$ cat src/itp_pkg.sv
// ----------------------------------------------------------------------------
// itp_pkg
// Shared types, character codes and the operator precedence function for
// the infix-to-postfix converter.
// ----------------------------------------------------------------------------
package itp_pkg;

	// Operator stack geometry
	localparam int STACK_DEPTH = 32;
	localparam int CNT_W       = $clog2(STACK_DEPTH + 1);
	localparam int ADDR_W      = (STACK_DEPTH > 1) ? $clog2(STACK_DEPTH) : 1;

	// Character codes
	localparam logic [7:0] CH_POW   = 8'h5E; // '^'
	localparam logic [7:0] CH_MUL   = 8'h2A; // '*'
	localparam logic [7:0] CH_DIV   = 8'h2F; // '/'
	localparam logic [7:0] CH_ADD   = 8'h2B; // '+'
	localparam logic [7:0] CH_SUB   = 8'h2D; // '-'
	localparam logic [7:0] CH_OPEN  = 8'h28; // '('
	localparam logic [7:0] CH_CLOSE = 8'h29; // ')'
	localparam logic [7:0] CH_NL    = 8'h0A; // newline
	localparam logic [7:0] CH_NONE  = 8'h00;

	// Result status codes
	localparam logic [1:0] ST_OK  = 2'd0;
	localparam logic [1:0] ST_OVF = 2'd1;
	localparam logic [1:0] ST_UNM = 2'd2;

	// Character class decided by the front end
	typedef enum logic [2:0] {
		CLS_OPND  = 3'd0,
		CLS_NL    = 3'd1,
		CLS_OPER  = 3'd2,
		CLS_OPEN  = 3'd3,
		CLS_CLOSE = 3'd4
	} cls_t;

	// Precedence rank, lower binds tighter
	typedef logic [2:0] rank_t;

	// One classified request in the queue
	typedef struct packed {
		cls_t       cls;
		logic [7:0] ch;
		logic       fin;
	} item_t;

	// Queue head as seen by the back end
	typedef struct packed {
		logic  valid;
		item_t item;
	} head_t;

	function automatic rank_t rank_of(input logic [7:0] ch);
		rank_t r;
		unique case (ch)
			CH_POW:         r = 3'd1;
			CH_MUL, CH_DIV: r = 3'd2;
			CH_ADD, CH_SUB: r = 3'd3;
			CH_OPEN:        r = 3'd4;
			default:        r = 3'd5;
		endcase
		return r;
	endfunction

	function automatic cls_t classify(input logic [7:0] ch);
		cls_t c;
		unique case (ch)
			CH_NL:                                  c = CLS_NL;
			CH_OPEN:                                c = CLS_OPEN;
			CH_CLOSE:                               c = CLS_CLOSE;
			CH_POW, CH_MUL, CH_DIV, CH_ADD, CH_SUB: c = CLS_OPER;
			default:                                c = CLS_OPND;
		endcase
		return c;
	endfunction

endpackage

$ cat src/itp_front.sv
// ----------------------------------------------------------------------------
// itp_front
// Accepts input characters, classifies them and holds them in a two-entry
// queue for the back end.
// ----------------------------------------------------------------------------
module itp_front (
	input  logic             clk,
	input  logic             arst_n,
	input  logic             req_valid,
	output logic             req_stall,
	input  logic [7:0]       in_char,
	input  logic             end_of_expr,
	output itp_pkg::head_t   head,
	input  logic             deq
);

	itp_pkg::item_t q_q [2];
	logic           wr_ptr_q;
	logic           rd_ptr_q;
	logic [1:0]     cnt_q;
	logic           enq;

	// Stall only when both entries are taken
	assign req_stall = (cnt_q == 2'd2);
	assign enq       = req_valid && !req_stall;

	assign head.valid = (cnt_q != 2'd0);
	assign head.item  = q_q[rd_ptr_q];

	// Store the classified request
	always_ff @(posedge clk) begin
		if (enq) begin
			q_q[wr_ptr_q].cls <= itp_pkg::classify(in_char);
			q_q[wr_ptr_q].ch  <= in_char;
			q_q[wr_ptr_q].fin <= end_of_expr;
		end
	end

	// Advance pointers and fill count
	always_ff @(posedge clk or negedge arst_n) begin
		if (!arst_n) begin
			wr_ptr_q <= 1'b0;
			rd_ptr_q <= 1'b0;
			cnt_q    <= 2'd0;
		end else begin
			if (enq) wr_ptr_q <= !wr_ptr_q;
			if (deq) rd_ptr_q <= !rd_ptr_q;
			unique case ({enq, deq})
				2'b10:   cnt_q <= cnt_q + 2'd1;
				2'b01:   cnt_q <= cnt_q - 2'd1;
				default: cnt_q <= cnt_q;
			endcase
		end
	end

endmodule

$ cat src/itp_back.sv
// ----------------------------------------------------------------------------
// itp_back
// Runs the shunting-yard steps on the operator stack, one push or pop per
// cycle while the result port is not stalled, and drives the registered result port.
// ----------------------------------------------------------------------------
module itp_back (
	input  logic            clk,
	input  logic            arst_n,
	input  itp_pkg::head_t  head,
	output logic            deq,
	output logic            res_valid,
	input  logic            res_stall,
	output logic [7:0]      out_char,
	output logic            last_of_run,
	output logic            expr_done,
	output logic [1:0]      status
);

	typedef enum logic [5:0] {
		S_IDLE  = 6'b000001,
		S_OPER  = 6'b000010,
		S_CLOSE = 6'b000100,
		S_FLUSH = 6'b001000,
		S_DONE  = 6'b010000,
		S_SPARE = 6'b100000
	} state_t;

	state_t                     state_q, state_d;
	logic [7:0]                 cur_ch_q;
	logic                       cur_fin_q;
	logic [itp_pkg::CNT_W-1:0]  count_q;
	logic [7:0]                 mem_q [itp_pkg::STACK_DEPTH];
	logic [7:0]                 rd_q;
	logic [7:0]                 top_q;
	logic                       pop_q;
	logic [7:0]                 eff_top;
	logic [itp_pkg::CNT_W-1:0]  rd_idx;
	logic [itp_pkg::ADDR_W-1:0] rd_addr;
	logic                       full;
	logic                       advance;
	logic                       fin_d;

	// Pending result, held back until it is known whether it ends the run
	logic                       pend_v_q;
	logic [7:0]                 pend_ch_q;
	logic [1:0]                 pend_st_q;

	// Step controls
	logic                       gen;
	logic [7:0]                 gen_ch;
	logic [1:0]                 gen_st;
	logic                       push;
	logic                       pop;
	logic [7:0]                 push_ch;

	logic                       res_valid_q;
	logic [7:0]                 res_ch_q;
	logic                       res_last_q;
	logic                       res_done_q;
	logic [1:0]                 res_st_q;

	assign advance = !res_valid_q || !res_stall;
	assign full    = (count_q == itp_pkg::CNT_W'(itp_pkg::STACK_DEPTH));
	assign eff_top = pop_q ? rd_q : top_q;
	assign rd_idx  = count_q - itp_pkg::CNT_W'(2);
	assign rd_addr = rd_idx[itp_pkg::ADDR_W-1:0];
	assign fin_d   = (state_q == S_IDLE) ? head.item.fin : cur_fin_q;

	// Decide this cycle's step
	always_comb begin
		state_d = state_q;
		deq     = 1'b0;
		gen     = 1'b0;
		gen_ch  = itp_pkg::CH_NONE;
		gen_st  = itp_pkg::ST_OK;
		push    = 1'b0;
		pop     = 1'b0;
		push_ch = head.item.ch;
		if (advance) begin
			unique case (state_q)
				S_IDLE: begin
					if (head.valid) begin
						deq = 1'b1;
						unique case (head.item.cls)
							itp_pkg::CLS_OPND: begin
								gen     = 1'b1;
								gen_ch  = head.item.ch;
								state_d = head.item.fin ? S_FLUSH : S_DONE;
							end
							itp_pkg::CLS_OPEN: begin
								if (full) begin
									gen    = 1'b1;
									gen_st = itp_pkg::ST_OVF;
								end else begin
									push = 1'b1;
								end
								state_d = head.item.fin ? S_FLUSH : S_DONE;
							end
							itp_pkg::CLS_OPER:  state_d = S_OPER;
							itp_pkg::CLS_CLOSE: state_d = S_CLOSE;
							default:            state_d = head.item.fin ? S_FLUSH : S_DONE;
						endcase
					end
				end
				S_OPER: begin
					push_ch = cur_ch_q;
					if (count_q != '0 &&
					    itp_pkg::rank_of(eff_top) <= itp_pkg::rank_of(cur_ch_q)) begin
						gen    = 1'b1;
						gen_ch = eff_top;
						pop    = 1'b1;
					end else begin
						if (full) begin
							gen    = 1'b1;
							gen_st = itp_pkg::ST_OVF;
						end else begin
							push = 1'b1;
						end
						state_d = cur_fin_q ? S_FLUSH : S_DONE;
					end
				end
				S_CLOSE: begin
					if (count_q == '0) begin
						gen     = 1'b1;
						gen_st  = itp_pkg::ST_UNM;
						state_d = cur_fin_q ? S_FLUSH : S_DONE;
					end else begin
						pop = 1'b1;
						if (eff_top == itp_pkg::CH_OPEN) begin
							state_d = cur_fin_q ? S_FLUSH : S_DONE;
						end else begin
							gen    = 1'b1;
							gen_ch = eff_top;
						end
					end
				end
				S_FLUSH: begin
					if (count_q == '0) begin
						state_d = S_DONE;
					end else begin
						gen    = 1'b1;
						gen_ch = eff_top;
						pop    = 1'b1;
					end
				end
				S_DONE:  state_d = S_IDLE;
				default: state_d = S_IDLE;
			endcase
		end
	end

	// Stack memory with registered read of the entry below the top
	always_ff @(posedge clk) begin
		if (push) mem_q[count_q[itp_pkg::ADDR_W-1:0]] <= push_ch;
		rd_q  <= mem_q[rd_addr];
		top_q <= push ? push_ch : eff_top;
	end

	// Latch the request being worked on
	always_ff @(posedge clk) begin
		if (deq) begin
			cur_ch_q  <= head.item.ch;
			cur_fin_q <= head.item.fin;
		end
	end

	// Hold pending and output payload
	always_ff @(posedge clk) begin
		if (advance) begin
			if (gen) begin
				pend_ch_q <= gen_ch;
				pend_st_q <= gen_st;
				res_ch_q   <= pend_ch_q;
				res_st_q   <= pend_st_q;
				res_last_q <= 1'b0;
				res_done_q <= 1'b0;
			end else if (state_q == S_DONE) begin
				res_ch_q   <= pend_v_q ? pend_ch_q : itp_pkg::CH_NONE;
				res_st_q   <= pend_v_q ? pend_st_q : itp_pkg::ST_OK;
				res_last_q <= 1'b1;
				res_done_q <= fin_d;
			end
		end
	end

	// Control state
	always_ff @(posedge clk or negedge arst_n) begin
		if (!arst_n) begin
			state_q     <= S_IDLE;
			count_q     <= '0;
			pop_q       <= 1'b0;
			pend_v_q    <= 1'b0;
			res_valid_q <= 1'b0;
		end else begin
			pop_q <= pop;
			if (advance) begin
				state_q     <= state_d;
				res_valid_q <= 1'b0;
				if (push) count_q <= count_q + itp_pkg::CNT_W'(1);
				else if (pop) count_q <= count_q - itp_pkg::CNT_W'(1);
				if (gen) begin
					pend_v_q    <= 1'b1;
					res_valid_q <= pend_v_q;
				end else if (state_q == S_DONE) begin
					pend_v_q    <= 1'b0;
					res_valid_q <= pend_v_q || cur_fin_q;
				end
			end
		end
	end

	assign res_valid   = res_valid_q;
	assign out_char    = res_ch_q;
	assign last_of_run = res_last_q;
	assign expr_done   = res_done_q;
	assign status      = res_st_q;

endmodule

$ cat src/infix_to_postfix_converter_core.sv
// ----------------------------------------------------------------------------
// infix_to_postfix_converter_core
// Shunting-yard converter: one infix character per request in, postfix
// characters out, with a front end that classifies and a back end that
// works the operator stack.
// ----------------------------------------------------------------------------
//  channel   valid      stall      payload
//  request   req_valid  req_stall  in_char, end_of_expr
//  result    res_valid  res_stall  out_char, last_of_run, expr_done, status
//
//  Each pop is its own step on the single stack port. Operand, newline, '(':
//  take, close; operator: take, pop what binds as tight or tighter, push,
//  close; ')': take, pop up to and including '(', report when unmatched,
//  close; end flush: pop every stacked entry, close. Reset clears the stack
//  count, queue and result register, with no clear pass. A stalled result
//  freezes the back end; the two-entry queue keeps taking requests till full.
module infix_to_postfix_converter_core (
	input  logic       clk,
	input  logic       arst_n,
	input  logic       req_valid,
	output logic       req_stall,
	input  logic [7:0] in_char,
	input  logic       end_of_expr,
	output logic       res_valid,
	input  logic       res_stall,
	output logic [7:0] out_char,
	output logic       last_of_run,
	output logic       expr_done,
	output logic [1:0] status
);

	itp_pkg::head_t head;
	logic           deq;

	itp_front u_front (
		.clk         (clk),
		.arst_n      (arst_n),
		.req_valid   (req_valid),
		.req_stall   (req_stall),
		.in_char     (in_char),
		.end_of_expr (end_of_expr),
		.head        (head),
		.deq         (deq)
	);

	itp_back u_back (
		.clk         (clk),
		.arst_n      (arst_n),
		.head        (head),
		.deq         (deq),
		.res_valid   (res_valid),
		.res_stall   (res_stall),
		.out_char    (out_char),
		.last_of_run (last_of_run),
		.expr_done   (expr_done),
		.status      (status)
	);

	// An error result carries no character
	assert property (@(posedge clk) disable iff (!arst_n)
		res_valid && status != itp_pkg::ST_OK |-> out_char == itp_pkg::CH_NONE)
		else $error("error result with non-zero character");

	// The end of an expression is always the end of a run
	assert property (@(posedge clk) disable iff (!arst_n)
		res_valid && expr_done |-> last_of_run)
		else $error("expression done without last of run");

	// An unmatched close paren empties the stack, so nothing follows it
	assert property (@(posedge clk) disable iff (!arst_n)
		res_valid && status == itp_pkg::ST_UNM |-> last_of_run)
		else $error("unmatched paren result not last of run");

	// The back end only takes a request from a non-empty queue
	assert property (@(posedge clk) disable iff (!arst_n)
		deq |-> head.valid)
		else $error("dequeue from empty queue");

endmodule

$ cat config.mk
export PLATFORM = sky130hd
export DESIGN_NAME = infix_to_postfix_converter_core
export DESIGN_NICKNAME = d
export VERILOG_FILES = /design/src/itp_pkg.sv /design/src/itp_front.sv /design/src/itp_back.sv /design/src/infix_to_postfix_converter_core.sv
export SDC_FILE = /design/constraint.sdc
export NUM_CORES = 1
export LEC_CHECK = 0
export ABC_CLOCK_PERIOD_IN_PS = 10800
export BUFFER_PORTS_ARGS = -buffer_cell sky130_fd_sc_hd__buf_4
export CAP_MARGIN = 20
export CELL_PAD_IN_SITES_DETAIL_PLACEMENT = 1
export CELL_PAD_IN_SITES_GLOBAL_PLACEMENT = 2
export CORE_ASPECT_RATIO = 0.6
export CORE_UTILIZATION = 52
export CTS_CLUSTER_SIZE = 20
export DETAILED_ROUTE_END_ITERATION = 8
export PLACE_DENSITY = 0.93
export SLEW_MARGIN = 40
export SYNTH_ARGS = -nofsm -noshare
export SYNTH_HDL_FRONTEND = slang
export SYNTH_SLANG_ARGS = --single-unit
$ cat constraint.sdc
create_clock -name clk -period 10.8 [get_ports clk]
set_clock_uncertainty 0.15 [all_clocks]
set_input_delay 1.08 -clock clk [delete_from_list [all_inputs] [get_ports clk]]
set_output_delay 1.08 -clock clk [all_outputs]
set_load 0.01 [all_outputs]
==> results of run 1 <==
==> cells by family after synthesis <==
logic type / synth area share (%)
AOI/OAI and AO/OA: 3.79
xor gates and xnor gates: 0.873
adders and majority gates: 0.944
buffers and inverters: 1.64
DFF: 72.0
muxes: 15.4
and+or+nand+nor: 5.40
==> stage by stage <==
stage / worst slack, ns / std cells / hold WS [ns] / power, W
2_1_floorplan: 6.41 / 772 / 0.296 / 0.00291
4_1_cts: 6.27 / 1191 / 0.217 / 0.00460
5_1_grt: 5.87 / 1193 / 0.230 / 0.00478
3_5_place_dp: 6.32 / 1134 / 0.321 / 0.00349
3_3_place_gp: 6.49 / 1129 / 0.310 / 0.00337
6_report: 6.22 / 1194 / 0.224 / 0.00460
==> cell type report <==
type	count	area share (%)
well taps	360	2.84
repair buffers	39	2.36
inverters	22	0.521
clock buffers	35	4.99
flip-flops and latches	345	63.8
clock inverters	22	1.36
diodes	1	0.0158
multi-input cells	370	24.1
==> placed cells by master, fill, tap and decap left out, drive strengths merged, types with 2 or more instances in the layout <==
cell type and count:
nor3b 2, or3 3, nor2 69, nor3 9, nor2b 5, dfxtp 16
xnor2 10, a21boi 10, mux4 80, dfrtp 17, nor4 6, and3 2
nand2b 6, nand3 11, inv 24, a32oi 4, clkinv 14, o22ai 9
mux2 16, or2 3, and4 2, o21ai 9, ha 9, a21oi 25
nand2 22, bufinv 4, nand3b 6, mux2i 18, a21o 2, buf 39
xor2 4, o221ai 2, clkbuf 35, clkinvlp 2, edfxtp 311, and2 3
==> power breakdown <==
part           switching [W]  internal (W)  leakage, nW  total, W
sequential          0.000166       0.00178         3.16   0.00195
combinational       0.000884      0.000664         1.53   0.00155
clock               0.000484      0.000622        0.489   0.00111
==> flip-flops by register name, summed over array words and instances (netlist names), 2 cells and up <==
| name | count |
|---|---|
| u_back.cur_ch_q | 8 |
| u_front.q_q | 24 |
| u_back.state_q | 5 |
| u_back.pend_st_q | 2 |
| u_back.count_q | 6 |
| u_back.pend_ch_q | 8 |
| u_back.out_char | 8 |
| u_back.mem_q | 256 |
| u_back.status | 2 |
| u_back.rd_q | 8 |
| u_back.top_q | 8 |
| u_front.cnt_q | 2 |
==> critical path, cell delays in order, from the launching register on <==
cell      delay, ns
dfrtp_1        0.75
mux2i_1        0.51
o22a_1         0.23
nor2_1         0.06
a21oi_1        0.16
ha_1           0.27
o21ai_0        0.32
o21ai_2        0.12
a21o_4         0.24
inv_2          0.31
ha_1           0.31
a21o_1         0.17
a21oi_1        0.23
o21bai_1       0.09
a21oi_1        0.19
mux2i_1        0.24
xnor2_1        0.13
==> metal layers <==
| layer | share of wire [%] | vias to the layer above | GRT usage, % |
|---|---|---|---|
| met2 | 45 | 352 | 37.0 |
| met4 | 1.7 | 0 | 5.55 |
| met5 | 0 | - | 0 |
| met3 | 9.5 | 44 | 4.37 |
| met1 | 44 | 3888 | 39.2 |
| li1 | - | 3168 | - |
==> how the worst max path moves through the flow <==
stage                 startpoint                  to  slack (ns)
global placement    u_back.pop_q   u_back.count_q[5]        6.49
CTS                 u_back.pop_q  u_back.mem_q[2][3]        6.27
global route        u_back.pop_q   u_back.count_q[5]        5.87
floorplan           u_back.pop_q   u_back.count_q[5]        6.41
detailed placement  u_back.pop_q  u_back.mem_q[2][7]        6.32
finish              u_back.pop_q   u_back.count_q[5]        6.22
==> flow_metrics.py, run 1 <==
metrics = {
    "synth": {
        "synthTopCellsByCount": "edfxtp_1, mux4_2, nor2_1",
        "netlist_area_um2": 14000,
        "yosysTopAreaCell": "edfxtp_1",
        "ys_async_sr_fraction_pct": 5.22,
        "synthCells": 772,
        "synth-warning-count": 0,
        "synth_nets": 795,
        "yosysSeqAreaShare_pct": 72.0,
        "yosys_register_bits": 345,
        "synth_area_leaders": "edfxtp_1, mux4_2, dfrtp_1",
        "synth_edf_count": 311,
        "synth_flop_cell": "edfxtp_1",
        "synth.most_common_cell": "edfxtp_1",
        "avgSynthCellArea_um2": 18.2,
        "yosysUniqueCellTypes": 66,
        "synth_top_area_share_pct": 66.5,
    },
    "cells_and_area": {
        "layout-drive-gt1-share_pct": 26.3,
        "final_util_pct": 59.9,
        "nFillCells": 2315,
        "finalNetCount": 832,
        "register_area_um2": 10100,
        "fin_area_um2": 15900,
        "multiInputGateArea_um2": 3830,
        "area_delta_synth_final_pct": 12.9,
    },
    "clocking": {
        "cts_tree": "built",
        "cts_resized": 0,
        "cts.path.max_buffers": 3,
        "cts.sinks": 345,
        "cts-htree-levels": 1,
        "clock_latency_ns": 0.58,
        "path_clk_slew_ns": 0.06,
        "cts_root_buffer": "clkbuf_16",
        "cts_hold_buf": 0,
        "cts_setup_buffers": 0,
        "cts_buffers": 31,
    },
    "detailed_routing": {
        "drc": 0,
        "ant_nets": 0,
        "drt_iter0_drc": 840,
        "drtPass1Iterations": 5,
        "vias": 7452,
        "vias_per_cell": 6.24,
        "wire_per_inst_um": 28.3,
        "drt_wl_total_um": 33800,
    },
    "power": {
        "irDropWorstVdd_mv": 0.157,
        "pwr_density_cell_nw_per_um2": 290,
        "p_leak_nw": 5.18,
    },
    "placement": {
        "gp_congestion": 0.940,
        "io_buffers": 26,
        "dpl.hpwl_um": 22100,
        "post_dp_cell_area_um2": 14800,
    },
    "timing": {
        "fin_crit_sh_pct": 42.4,
        "slew_viol_final": 0,
        "finalSetupViolCount": 0,
        "max_freq_ghz": 0.218,
        "worst_pin_slew_ns": 0.901,
        "timing.final.crit_period_ns": 4.58,
        "max_slew_margin_pct": 38.2,
        "fin_setup_tns_ns": 0,
        "hold_viol_final": 0,
        "rsz0062_at_grt": "no",
    },
    "global_routing": {
        "grt_overflow_total": 0,
        "grt_pass1_wl_um": 49800,
        "first_global_vias": 7604,
        "antenna_found_initial": 2,
        "grt_usage_pct": 25.0,
        "grt_max_degree": 73,
    },
    "worst_setup_path": {
        "rr_startpoint": "u_back.pop_q",
        "r2r_setup_slack_ns": 6.22,
        "critPathMaxFanout": 22,
        "ff2ff_path_depth": 16,
        "crit_arrival_ns": 4.91,
        "crit_path_start_kind": "register",
        "crit_path_end_kind": "register",
        "crit_type": "reg2reg",
        "required_ns": 11.14,
        "rr_endpoint": "u_back.count_q[5]",
    },
    "floorplan": {
        "die_x_um": 214,
        "row_count": 46,
        "die_h_um": 129,
        "coreArea_um2": 26500,
        "dieArea_um2": 27700,
        "start_util_pct": 53.1,
        "ios": 27,
    },
    "min_path": {
        "hold_path_class": "in2async",
    },
    "run_status": {
        "status": "completed",
    },
    "flow_run": {
        "cap_violations": 0,
    },
}
Power figures use the tool's default switching activity.
==> inputs of run 2 (changes only) <==
Settings changed: ABC_AREA from default to 1, ABC_CLOCK_PERIOD_IN_PS 10800 to 4300, CORE_UTILIZATION 52 to 43, PLACE_DENSITY 0.93 to 0.88.
Clock period 10.8 ns to 4.3 ns, I/O delays scaled along.
==> run 2 against run 1 <==
Global-route usage is 2.2 points lower. Cell area increased by 4.2%. Final cell count rose by 50%. Synthesized cell count up 61%. Largest cell class unchanged. Power rose to 2.7 times the previous value. Flip-flop and latch count unchanged. Sequential power increased by 150%.
==> flow_metrics.py, run 2 <==
metrics = {
    "run_status": {
        "status": "completed",
    },
    "clocking": {
        "cts_root_buffer": "clkbuf_16",
        "cts.sinks": 345,
        "cts.path.max_buffers": 3,
        "clock_latency_ns": 0.57,
        "cts_buffers": 31,
        "cts_tree": "built",
        "cts-htree-levels": 1,
        "path_clk_slew_ns": 0.07,
        "cts_setup_buffers": 0,
    },
    "synth": {
        "yosysSeqAreaShare_pct": 70.1,
        "synth-warning-count": 0,
        "synthCells": 1246,
        "synth_nets": 1269,
        "synth_area_leaders": "edfxtp_1, nand2_1, dfrtp_1",
        "synth.most_common_cell": "nand2_1",
        "synthTopCellsByCount": "nand2_1, edfxtp_1, inv_1",
        "synth_edf_count": 311,
        "synth_flop_cell": "edfxtp_1",
        "avgSynthCellArea_um2": 11.6,
        "synth_top_area_share_pct": 64.8,
        "yosysUniqueCellTypes": 50,
        "ys_async_sr_fraction_pct": 5.22,
        "yosys_register_bits": 345,
        "yosysTopAreaCell": "edfxtp_1",
        "netlist_area_um2": 14400,
    },
    "worst_setup_path": {
        "crit_buf_inv": 3,
        "crit_path_start_kind": "register",
        "critPathMaxStageDelay_ns": 0.55,
        "cp_top_family": "simple AND/OR/NAND/NOR gates",
        "cpMostUsedCell": "nand2_1",
        "crit_arrival_ns": 4.15,
        "crit_path_end_kind": "register",
        "cpMaxStageDelayCell": "dfrtp_1",
        "crit_type": "reg2reg",
        "critPathMaxFanout": 11,
        "required_ns": 4.61,
    },
    "min_path": {
        "hold_path_class": "in2async",
    },
    "cells_and_area": {
        "register_area_um2": 10100,
        "largest_reg_flops": 256,
        "area_delta_synth_final_pct": 14.6,
        "final_common_cell": "nand2_1",
        "layout-drive-gt1-share_pct": 13.3,
        "finalNetCount": 1344,
        "most-common-layout-cells": "nand2_1, edfxtp_1, buf_4",
        "nFillCells": 3461,
        "antenna_cells": 0,
        "fin_cells": 1794,
        "multiInputGateArea_um2": 3780,
    },
    "placement": {
        "gp_congestion": 0.851,
        "dp_cells": 1728,
        "dpl.hpwl_um": 25500,
        "io_buffers": 26,
    },
    "power": {
        "pwr_density_cell_nw_per_um2": 763,
        "irDropWorstVdd_mv": 0.399,
        "p_leak_nw": 6.17,
    },
    "floorplan": {
        "row_count": 51,
        "die_x_um": 238,
        "coreArea_um2": 32700,
        "dieArea_um2": 34300,
        "start_util_pct": 44.1,
        "ios": 27,
        "die_h_um": 144,
    },
    "timing": {
        "timing.final.crit_period_ns": 3.84,
        "max_freq_ghz": 0.261,
        "max_slew_margin_pct": 53.2,
        "hold_viol_final": 0,
        "slew_viol_final": 0,
        "rsz0062_at_grt": "no",
        "finalSetupViolCount": 0,
        "fin_crit_sh_pct": 89.2,
        "worst_pin_slew_ns": 0.701,
        "fin_setup_tns_ns": 0,
    },
    "global_routing": {
        "grt_overflow_total": 0,
        "antenna_found_initial": 0,
        "first_global_vias": 9787,
        "grt_usage_pct": 22.9,
        "grt_max_degree": 47,
        "grt_pass1_wl_um": 58700,
    },
    "flow_run": {
        "cap_violations": 0,
    },
    "detailed_routing": {
        "wire_per_inst_um": 21.5,
        "drc": 0,
        "vias_per_cell": 5.42,
        "drt_wl_total_um": 38600,
        "drtPass1Iterations": 6,
        "vias": 9721,
        "drt_iter0_drc": 941,
        "ant_nets": 0,
    },
}
==> run 2: cell count changes after synthesis, sizes merged, moves of 14 or more <==
| cell | change |
|---|---|
| inv | +59 |
| nand2 | +411 |
| nand3 | +41 |
| nand4 | +58 |
| a22oi | +16 |
| buf | +22 |
| mux2 | -16 |
| mux2i | -18 |
| mux4 | -80 |
| a21oi | -18 |
| o21ai | +46 |
| o211ai | +14 |
==> run 2: metrics by stage <==
| stage | setup slack, ns | hold slack, ns | total power (W) | utilization (%) | instance area, µm² |
|---|---|---|---|---|---|
| global placement | 0.672 | 0.187 | 0.00959 | 47.0 | 15400 |
| CTS | 0.323 | 0.118 | 0.0127 | 50.5 | 16500 |
| finish | 0.465 | 0.126 | 0.0126 | 50.5 | 16500 |
| floorplan | 1.13 | -0.0156 | 0.00781 | - | 14400 |
| detailed placement | 0.366 | 0.184 | 0.00980 | 47.0 | 15400 |
| global route | 0.119 | 0.129 | 0.0133 | 50.5 | 16500 |
==> run 2: logic make-up after synthesis <==
family	synth area share, %
DFF	70.1
xor gates and xnor gates	0.547
buffers and inverters	4.11
and+or+nand+nor	19.1
adders and majority gates	0.920
AOI/OAI and AO/OA	5.26
==> run 2: per-layer routing <==
metal	part of all wire [%]	GRT usage, %
met3	7.4	4.53
met5	0	0
met2	42	33.0
met1	49	35.9
met4	1.3	3.58
==> run 2: timing repair <==
| item | 4_1_cts | 5_1_grt |
|---|---|---|
| setup endpoints to repair | 0 | 9 |
| hold buffers | 10 | 0 |
| hold endpoints to repair | 36 | 0 |
| resized for setup | 0 | 2 |
==> run 2: layout make-up <==
cell class	count	share of cell area, %
well taps	450	3.41
repair buffers	91	4.44
inverters	83	1.92
flip-flops and latches	345	61.2
multi-input cells	769	22.9
clock inverters	14	1.02
clock buffers	42	5.18
==> run 2: worst paths after layout <==
| path | from | endpoint | slack, ns | cells past startpoint |
|---|---|---|---|---|
| setup / recovery | u_back.pop_q | u_back.count_q[5] | 0.46 | 26 |
| hold / removal | arst_n | u_back.pend_v_q | 0.13 | 2 |
| setup reg to reg | u_back.pop_q | u_back.count_q[5] | 0.46 | 26 |
| hold reg to reg | u_back.rd_q[3] | u_back.top_q[3] | 0.33 | 2 |
| max in group asynchronous | arst_n | u_back.state_q[0] | 3.60 | 2 |
| min in group clk | res_stall | u_back.res_valid | 0.24 | 4 |
==> run 2: where the power goes <==
part | switching, W | leakage [nW] | internal, W | total (W)
clock | 0.00120 | 0.506 | 0.00163 | 0.00283
combinational | 0.00364 | 2.48 | 0.00132 | 0.00496
sequential | 0.000282 | 3.18 | 0.00454 | 0.00482
total | 0.00513 | 6.17 | 0.00748 | 0.0126
==> inputs of run 3 (changes only) <==
Settings changed: ABC_AREA 1 to default, CORE_UTILIZATION 43 to 48, PLACE_DENSITY 0.88 to 0.87.
==> run 3 against run 2 <==
Worst setup slack got worse by 0.23 ns. Sequential power about the same. Core utilization increased by 5.8 points. Combinational power decreased by 19%. Global-route usage increased by 1.7 points. Die area decreased by 13%. Highest routed layer unchanged.
==> flow_metrics.py, run 3 (synthesis gave the netlist of run 1 again) <==
metrics = {
    "clocking": {
        "cts_root_buffer": "clkbuf_16",
        "cts_buffers": 30,
        "cts_tree": "built",
        "cts-htree-levels": 1,
        "clock_latency_ns": 0.57,
        "cts.sinks": 345,
        "path_clk_slew_ns": 0.07,
        "cts_setup_buffers": 0,
        "cts.path.max_buffers": 3,
    },
    "timing": {
        "fin_crit_sh_pct": 94.6,
        "worst_pin_slew_ns": 0.862,
        "max_freq_ghz": 0.246,
        "rsz0062_at_grt": "no",
        "slew_viol_final": 0,
        "hold_viol_final": 0,
        "timing.final.crit_period_ns": 4.07,
        "max_slew_margin_pct": 40.9,
        "finalSetupViolCount": 0,
        "fin_ws_ns": 0.232,
    },
    "floorplan": {
        "coreArea_um2": 28800,
        "ios": 27,
        "start_util_pct": 48.8,
        "dieArea_um2": 30000,
        "die_h_um": 135,
        "row_count": 48,
        "die_x_um": 223,
    },
    "cells_and_area": {
        "layout-drive-gt1-share_pct": 28.7,
        "finalNetCount": 885,
        "multiInputGateArea_um2": 3770,
        "nFillCells": 2549,
        "final_util_pct": 56.3,
        "final_common_cell": "edfxtp_1",
        "largest_reg_flops": 256,
        "register_area_um2": 10100,
        "most-common-layout-cells": "edfxtp_1, buf_4, mux4_2",
        "area_delta_synth_final_pct": 15.2,
        "antenna_cells": 0,
    },
    "detailed_routing": {
        "drc": 0,
        "wl_met3_um": 3120,
        "drt_wl_total_um": 35600,
        "vias": 7689,
        "route.top_layer_used": "met4",
        "wl_met2_um": 15700,
        "wl_met1_um": 16300,
        "wire_per_inst_um": 28.2,
        "vias_per_cell": 6.10,
        "ant_nets": 0,
        "drt_iter0_drc": 820,
        "drtPass1Iterations": 4,
    },
    "worst_setup_path": {
        "crit_arrival_ns": 4.41,
        "crit_path_end_kind": "register",
        "crit_path_start_kind": "register",
        "rr_endpoint": "u_back.count_q[5]",
        "rr_startpoint": "u_back.pop_q",
        "ff2ff_path_depth": 17,
        "crit_type": "reg2reg",
        "required_ns": 4.64,
        "critPathMaxFanout": 18,
        "r2r_setup_slack_ns": 0.23,
    },
    "global_routing": {
        "grt_overflow_total": 0,
        "grt_max_degree": 42,
        "antenna_found_initial": 3,
        "first_global_vias": 8015,
        "grt_usage_pct": 24.6,
        "grt_pass1_wl_um": 53000,
    },
    "power": {
        "p_leak_nw": 5.41,
        "irDropWorstVdd_mv": 0.474,
        "pwr_density_cell_nw_per_um2": 722,
        "totalPowerFinal_w": 0.0117,
    },
    "flow_run": {
        "cap_violations": 0,
    },
    "run_status": {
        "status": "completed",
    },
    "min_path": {
        "worstHoldEndpoint": "u_back.pop_q",
        "hp-start": "res_stall",
        "worstHoldPathCells": 3,
        "hold_path_class": "in2reg",
    },
    "placement": {
        "io_buffers": 26,
        "dpl_worst_slack_ns": -0.0240,
        "dpl.hpwl_um": 23800,
        "gp_congestion": 0.848,
    },
}
run 3: changes by cell type in the layout (fill, tap and decap cells not counted), moves of 10 or more:
cell	before	now
mux4_2	0	80
nand2_1	426	22
nand4_1	58	1
inv_1	76	21
mux2i_1	0	15
o211ai_1	15	1
mux2_2	0	16
o21ai_0	35	6
a21oi_1	6	17
a21boi_0	0	10
nand3_1	43	11
o21ai_1	11	1
a22oi_1	17	1
run 3: metal layers:
metal  global-route usage, %  vias to the layer above
li1                        -                     3259
met1                    37.1                     4101
met2                    36.3                      295
met3                    6.59                       34
met4                    4.48                        0
met5                       0                        -
run 3: worst max-delay path: stages, from the launching register on:
cell and delay (ns):
dfrtp_2 0.60, nand2_1 0.13, nor4_1 0.32, nor2_1 0.14, nor2_1 0.22, a21oi_1 0.09
ha_1 0.29, o21ai_1 0.23, o21ai_2 0.09, a21o_4 0.24, inv_2 0.13, ha_1 0.25
a21o_1 0.18, a21oi_1 0.23, o21bai_1 0.10, a21oi_1 0.20, mux2i_1 0.26, xnor2_1 0.14
run 3: how the worst max path moves through the flow:
stage / slack [ns] / startpoint / endpoint
finish: 0.23 / u_back.pop_q / u_back.count_q[5]
CTS: 0.13 / u_back.pop_q / u_back.count_q[5]
global route: 0.02 / u_back.pop_q / u_back.count_q[5]
floorplan: 0.06 / u_back.pop_q / u_back.count_q[5]
global placement: 0.27 / u_back.pop_q / u_back.count_q[5]
detailed placement: -0.02 / u_back.pop_q / u_back.count_q[5]
run 3: metrics by stage:
step                      std cells  area, µm²  TNS (ns)  hold slack, ns
final                          1260      16200         0          0.0629
after global routing           1260      16200         0          0.0602
after CTS                      1260      16200         0          0.0343
after detailed placement       1195      15000   -0.0240           0.178
after global placement         1194      15000         0           0.173
after floorplan                 772      14000         0         -0.0156
run 3: layout make-up:
| class | count | share of cell area [%] |
|---|---|---|
| multi-input combinational | 370 | 23.3 |
| inverter | 22 | 0.510 |
| clock inverter | 14 | 1.08 |
| clock buffer | 41 | 5.15 |
| tap | 375 | 2.90 |
| sequential | 345 | 62.5 |
| timing repair buffer | 93 | 4.55 |
run 3: repair_timing:
item | CTS | global route
resized for setup | 1 | 4
endpoints found under the hold margin | 36 | 0
hold buffers | 10 | 0
setup endpoints to repair | 1 | 1
run 3: power breakdown:
part           internal [W]  leakage (nW)  switching, W
clock network       0.00160         0.479       0.00120
logic               0.00169          1.77       0.00235
registers           0.00448          3.16      0.000372
